File: src/hdl/assert_macros.svh
// ----------------------------------------------------------------------------
// assert_macros.svh
// Assertion helpers shared by the keyed item table RTL.
// ----------------------------------------------------------------------------
`ifndef ASSERT_MACROS_SVH
`define ASSERT_MACROS_SVH

// Property that must hold at every clock edge out of reset
`define CKIT_ASSERT(lbl, clk_s, rst_s, prop, msg) \
  lbl: assert property (@(posedge clk_s) disable iff (!rst_s) (prop)) else $error(msg);

// Consequent that must hold in the cycle after the antecedent
`define CKIT_ASSERT_NEXT(lbl, clk_s, rst_s, ante, cons, msg) \
  lbl: assert property (@(posedge clk_s) disable iff (!rst_s) (ante) |=> (cons)) else $error(msg);

`endif

File: src/hdl/ckit_pkg.sv
// ----------------------------------------------------------------------------
// ckit_pkg
// Types, codes and widths shared by the keyed item table modules.
// ----------------------------------------------------------------------------
`timescale 1ns / 1ps

package ckit_pkg;

  // Default table depth
  localparam int CAPACITY_DEF = 16;

  // Record layout, name key in the lowest bits
  localparam int KEY_BITS      = 256;
  localparam int TAG_BITS      = 192;
  localparam int AMT_BITS      = 32;
  localparam int REC_BITS      = KEY_BITS + TAG_BITS + AMT_BITS;
  localparam int SLOT_BITS     = 4;
  localparam int FUNC_BITS     = 2;
  localparam int STATUS_BITS   = 2;
  localparam int IN_PAD_BITS   = (8 - (REC_BITS % 8)) % 8;
  localparam int IN_DATA_BITS  = REC_BITS + IN_PAD_BITS;
  localparam int OUT_PAD_BITS  = (8 - ((REC_BITS + SLOT_BITS) % 8)) % 8;
  localparam int OUT_DATA_BITS = REC_BITS + SLOT_BITS + OUT_PAD_BITS;

  // Operation codes
  typedef enum logic [FUNC_BITS-1:0] {
    FN_INSERT = 2'd0,
    FN_REMOVE = 2'd1,
    FN_LIST   = 2'd2,
    FN_SEARCH = 2'd3
  } func_t;

  // Result status codes
  typedef enum logic [STATUS_BITS-1:0] {
    ST_OK       = 2'd0,
    ST_FULL     = 2'd1,
    ST_EMPTY    = 2'd2,
    ST_NOTFOUND = 2'd3
  } status_t;

  // Source of the result word
  typedef enum logic [1:0] {
    OSRC_REQ    = 2'd0,
    OSRC_RD     = 2'd1,
    OSRC_STATUS = 2'd2
  } src_t;

  // Controller to datapath commands
  typedef struct packed {
    logic    req_load;
    logic    idx_inc;
    logic    ins_wr;
    logic    shift_wr;
    logic    cnt_inc;
    logic    cnt_dec;
    logic    out_load;
    src_t    out_src;
    status_t out_status;
    logic    out_last;
  } cmd_t;

  // Datapath to controller status
  typedef struct packed {
    func_t func;
    logic  full;
    logic  empty;
    logic  match;
    logic  idx_last;
    logic  out_free;
  } sts_t;

endpackage

File: src/hdl/ckit_ctrl.sv
// ----------------------------------------------------------------------------
// ckit_ctrl
// Sequencer for insert, remove, list and search over the record memory.
// ----------------------------------------------------------------------------
`timescale 1ns / 1ps

module ckit_ctrl (
  input  logic           clk,
  input  logic           rst_n,
  input  logic           in_tvalid,
  output logic           in_tready,
  input  ckit_pkg::sts_t sts,
  output ckit_pkg::cmd_t cmd
);

  typedef enum logic [2:0] {
    S_IDLE,
    S_DISP,
    S_INS,
    S_CHECK,
    S_STEP,
    S_SHRD,
    S_SHWR,
    S_STATUS
  } state_t;

  state_t            state_r, state_nxt;
  ckit_pkg::status_t code_r, code_nxt;

  // Next state and commands
  always_comb begin
    state_nxt = state_r;
    code_nxt  = code_r;
    cmd       = '0;
    in_tready = 1'b0;
    unique case (state_r)
      S_IDLE: begin
        in_tready = 1'b1;
        if (in_tvalid) begin
          cmd.req_load = 1'b1;
          state_nxt    = S_DISP;
        end
      end
      // memory read of entry 0 is in flight here
      S_DISP: begin
        if (sts.func == ckit_pkg::FN_INSERT) begin
          if (sts.full) begin
            code_nxt  = ckit_pkg::ST_FULL;
            state_nxt = S_STATUS;
          end else begin
            state_nxt = S_INS;
          end
        end else if (sts.empty) begin
          code_nxt  = ckit_pkg::ST_EMPTY;
          state_nxt = S_STATUS;
        end else begin
          state_nxt = S_CHECK;
        end
      end
      S_INS: begin
        if (sts.out_free) begin
          cmd.ins_wr     = 1'b1;
          cmd.cnt_inc    = 1'b1;
          cmd.out_load   = 1'b1;
          cmd.out_src    = ckit_pkg::OSRC_REQ;
          cmd.out_status = ckit_pkg::ST_OK;
          cmd.out_last   = 1'b1;
          state_nxt      = S_IDLE;
        end
      end
      S_CHECK: begin
        if (sts.func == ckit_pkg::FN_LIST) begin
          if (sts.out_free) begin
            cmd.out_load   = 1'b1;
            cmd.out_src    = ckit_pkg::OSRC_RD;
            cmd.out_status = ckit_pkg::ST_OK;
            cmd.out_last   = sts.idx_last;
            if (sts.idx_last) begin
              state_nxt = S_IDLE;
            end else begin
              cmd.idx_inc = 1'b1;
              state_nxt   = S_STEP;
            end
          end
        end else if (sts.match) begin
          if (sts.out_free) begin
            cmd.out_load   = 1'b1;
            cmd.out_src    = ckit_pkg::OSRC_RD;
            cmd.out_status = ckit_pkg::ST_OK;
            cmd.out_last   = 1'b1;
            if (sts.func == ckit_pkg::FN_REMOVE) begin
              if (sts.idx_last) begin
                cmd.cnt_dec = 1'b1;
                state_nxt   = S_IDLE;
              end else begin
                cmd.idx_inc = 1'b1;
                state_nxt   = S_SHRD;
              end
            end else begin
              state_nxt = S_IDLE;
            end
          end
        end else if (sts.idx_last) begin
          code_nxt  = ckit_pkg::ST_NOTFOUND;
          state_nxt = S_STATUS;
        end else begin
          cmd.idx_inc = 1'b1;
          state_nxt   = S_STEP;
        end
      end
      // wait for the read of the new index
      S_STEP: begin
        state_nxt = S_CHECK;
      end
      S_SHRD: begin
        state_nxt = S_SHWR;
      end
      // entry at idx moves to idx-1
      S_SHWR: begin
        cmd.shift_wr = 1'b1;
        if (sts.idx_last) begin
          cmd.cnt_dec = 1'b1;
          state_nxt   = S_IDLE;
        end else begin
          cmd.idx_inc = 1'b1;
          state_nxt   = S_SHRD;
        end
      end
      S_STATUS: begin
        if (sts.out_free) begin
          cmd.out_load   = 1'b1;
          cmd.out_src    = ckit_pkg::OSRC_STATUS;
          cmd.out_status = code_r;
          cmd.out_last   = 1'b1;
          state_nxt      = S_IDLE;
        end
      end
      default: begin
        state_nxt = S_IDLE;
      end
    endcase
  end

  always_ff @(posedge clk) begin
    if (!rst_n) begin
      state_r <= S_IDLE;
      code_r  <= ckit_pkg::ST_OK;
    end else begin
      state_r <= state_nxt;
      code_r  <= code_nxt;
    end
  end

endmodule

File: config.mk
export PLATFORM = sky130hd
export DESIGN_NAME = ckit_ctrl
export DESIGN_NICKNAME = d
export VERILOG_FILES = /design/src/hdl/assert_macros.svh /design/src/hdl/ckit_pkg.sv /design/src/hdl/ckit_ctrl.sv
export SDC_FILE = /design/constraint.sdc
export NUM_CORES = 1
export LEC_CHECK = 0
export BUFFER_PORTS_ARGS = -buffer_cell sky130_fd_sc_hd__buf_2
export CORE_AREA = 2 2 39 41
export CTS_CLUSTER_DIAMETER = 50
export DETAILED_ROUTE_END_ITERATION = 8
export DIE_AREA = 0 0 41 43
export GPL_TIMING_DRIVEN = 0
export PLACE_DENSITY = 0.72
export SYNTH_ARGS = -nofsm -noshare
export SYNTH_HDL_FRONTEND = slang
export SYNTH_SLANG_ARGS = --single-unit
File: constraint.sdc
create_clock -name clk -period 1.8 [get_ports clk]
set_input_delay 0.36 -clock clk [delete_from_list [all_inputs] [get_ports clk]]
set_output_delay 0.36 -clock clk [all_outputs]
set_load 0.05 [all_outputs]
==> reports/results.ini <==
[placed_design]
dpl.hpwl_um = 1140
numPortBuffers = 20
place_ws_ns = -0.0664
place_congestion = 0.843
placed_cells = 117
placed_area_um2 = 734

[global_route]
grt_pass1_vias = 568
grt_max_degree = 11
overflow = 0
grt_pass1_wl_um = 2390
grtUsageTotal_pct = 19.8
antenna_found_initial = 0

[hold_path]
hp-class = input port to register

[clocking]
cts-root-buf = clkbuf_4
path_clk_slew_ns = 0.04
clock_sinks = 5
ctsHtreeMaxLevel = 1
ctsHoldBuffers = 0
cts.path.max_buffers = 2
insertion_delay_ns = 0.25
cts_made_buffers = 3
cts_tree = yes

[detailed_routing]
route.met2.wl_um = 802
met1_length_um = 655
vias = 682
wl_met3_um = 45
wirelength_um = 1530
drc_errors = 0
post_drt_wl_per_cell_um = 12.6
vias_per_cell = 5.59
drt_iter0_markers = 11
dr.pass1.iters = 4
highest_layer = met4
drtAntennaViolNets = 0

[synthesis]
avgSynthCellArea_um2 = 6.98
synth_top_area_share_pct = 17.7
synth_cell_type_count = 36
yosys_warnings = 0
ys_seq_area_share_pct = 17.7
synth_edf_count = 0
ys_ff_latch = 5
synth_cells = 81
synth_area_leaders = dfxtp_1, a21oi_1, o21ai_0
syn_area_um2 = 566
syn_nets = 91
synthFlopType = dfxtp_1
async_flop_share_pct = 0
synth_top_area_cell = dfxtp_1

[setup_path]
cp.required_ns = 1.44
arrival_ns = 1.39
path_max_fanout = 6
worstPathBufferInverterCount = 2
crit_slowest_cell = dfxtp_4
end_kind = primary output
path_cells = inv_2, nor2_4, o21ai_0, a21oi_2, buf_4
crit_type = register to primary output
cpPeakStageDelay_ns = 0.38
cp-start-kind = register
crit_family = flip-flops

[final_layout]
fillers = 137
final_area_um2 = 832
area_growth_pct = 47.1
regArea_um2 = 109
fin_cells = 122
drive_above_1_share_pct = 45.3
n_antenna_cell = 0
num-nets-final = 117
multi_input_area_um2 = 470

[die]
die_w_um = 41
initial_core_util_pct = 40.9
core_area_um2 = 1380
die_y_um = 43
dieArea_um2 = 1760
rows = 14
ios = 23

[outcome]
outcome = completed

[sta]
slew_headroom_pct = 78.9
clock_skew_ns = 0.00311
fin_crit_sh_pct = 97.1
layout_setup_ws_ns = 0.0519
hold_viol_final = 0
period_needed_ns = 1.75
slew_viol_final = 0
worstMarginPinSlew_ns = 0.315
setup_viol = 0
fmax_ghz = 0.572

[pwr]
power.leakage_nw = 0.377
ir_drop_v = 0.000389
power_density_nw_per_um2 = 985

[job]
cap_violations = 0

## flip-flops by register name, summed over array words and instances (netlist names)
name     flops
state_r      3
code_r       2
## layout by cell type (no fill, tap or decap), types with 2 or more instances in the layout
cell type and n:
buf_4 6, buf_6 4, nor2_1 3, nor3_2 3, a21oi_2 2, a31oi_1 2, nand2b_1 3, o211a_1 2
buf_2 14, and2_1 2, dfxtp_4 2, dfxtp_1 2, inv_1 4, a21oi_1 5, a221oi_1 2, o21ai_0 7
nor2_4 2, nand3_1 3, nand2_1 2, clkbuf_4 4, mux2i_1 2, nor2b_1 4
## what timing repair did
action                                  in CTS  in global routing
endpoints found under the setup margin       7                 11
buffers inserted                             0                  1
pin swaps                                    0                  2
resized for setup                           14                  8
## final timing paths
| kind | startpoint | end | slack [ns] | cells past startpoint |
|---|---|---|---|---|
| worst min-delay path | rst_n | state_r[2] | 0.36 | 3 |
| worst min register to register | code_r[0] | code_r[0] | 0.49 | 1 |
| worst max register to register | state_r[2] | state_r[2] | 0.54 | 4 |
| worst max-delay path | state_r[0] | cmd[10] | 0.05 | 5 |
## metal layers
| layer | GRT usage (%) | vias to the layer above |
|---|---|---|
| li1 | - | 346 |
| met1 | 24.8 | 317 |
| met2 | 30.9 | 16 |
| met3 | 1.57 | 3 |
| met4 | 12.0 | 0 |
| met5 | 0 | - |
## metrics by stage
stage | hold slack (ns) | power [mW] | setup TNS (ns) | util, %
6_report | 0.360 | 0.820 | 0 | 60.1
5_1_grt | 0.375 | 0.868 | -0.0241 | 60.1
4_1_cts | 0.365 | 0.788 | 0 | 58.0
3_5_place_dp | 0.484 | 0.631 | -0.0664 | 53.1
3_3_place_gp | 0.479 | 0.624 | -0.0494 | 53.1
2_1_floorplan | 0.464 | 0.535 | -0.362 | -
## power breakdown
part | switching [mW] | internal [mW]
logic | 0.320 | 0.187
clock network | 0.0507 | 0.0841
registers | 0.0349 | 0.143
## final cells by class
type                       instances  area share [%]
multi-input combinational         65            56.5
tap                               16            2.41
timing repair buffer              21            16.7
sequential                         5            13.1
clock buffer                       4            3.16
inverter                           5            2.26
buffer                             6            5.86
## Yosys cell counts (all sizes together), types with 2 or more instances
master  instances
a21oi           7
o21ai           7
nor2            6
buf             5
dfxtp           5
inv             5
nor2b           5
nor3            5
nand2           4
nand2b          4
and2            3
nand3           3
a221oi          2
a31oi           2
mux2i           2
o211a           2
## logic make-up (layout without fill, tap and decap cells)
kind of cell           count (synthesis)  in the layout  share of synthesized area (%)
multiplexers                           2              2                           3.54
AO/OA/AOI/OAI                         26             26                           29.6
XOR/XNOR                               1              1                           1.55
AND/OR/NAND/NOR                       36             36                           38.5
buffers and inverters                 11             36                           9.07
flip-flops                             5              5                           17.7
## worst reg2reg max path: stages, from the launching register on
cell and delay, ns:
dfxtp_2 0.36, nand2b_4 0.19, nor3_2 0.24, o21ai_0 0.13
a311oi_1 0.25
No activity file was read; power rests on OpenSTA's default activity.
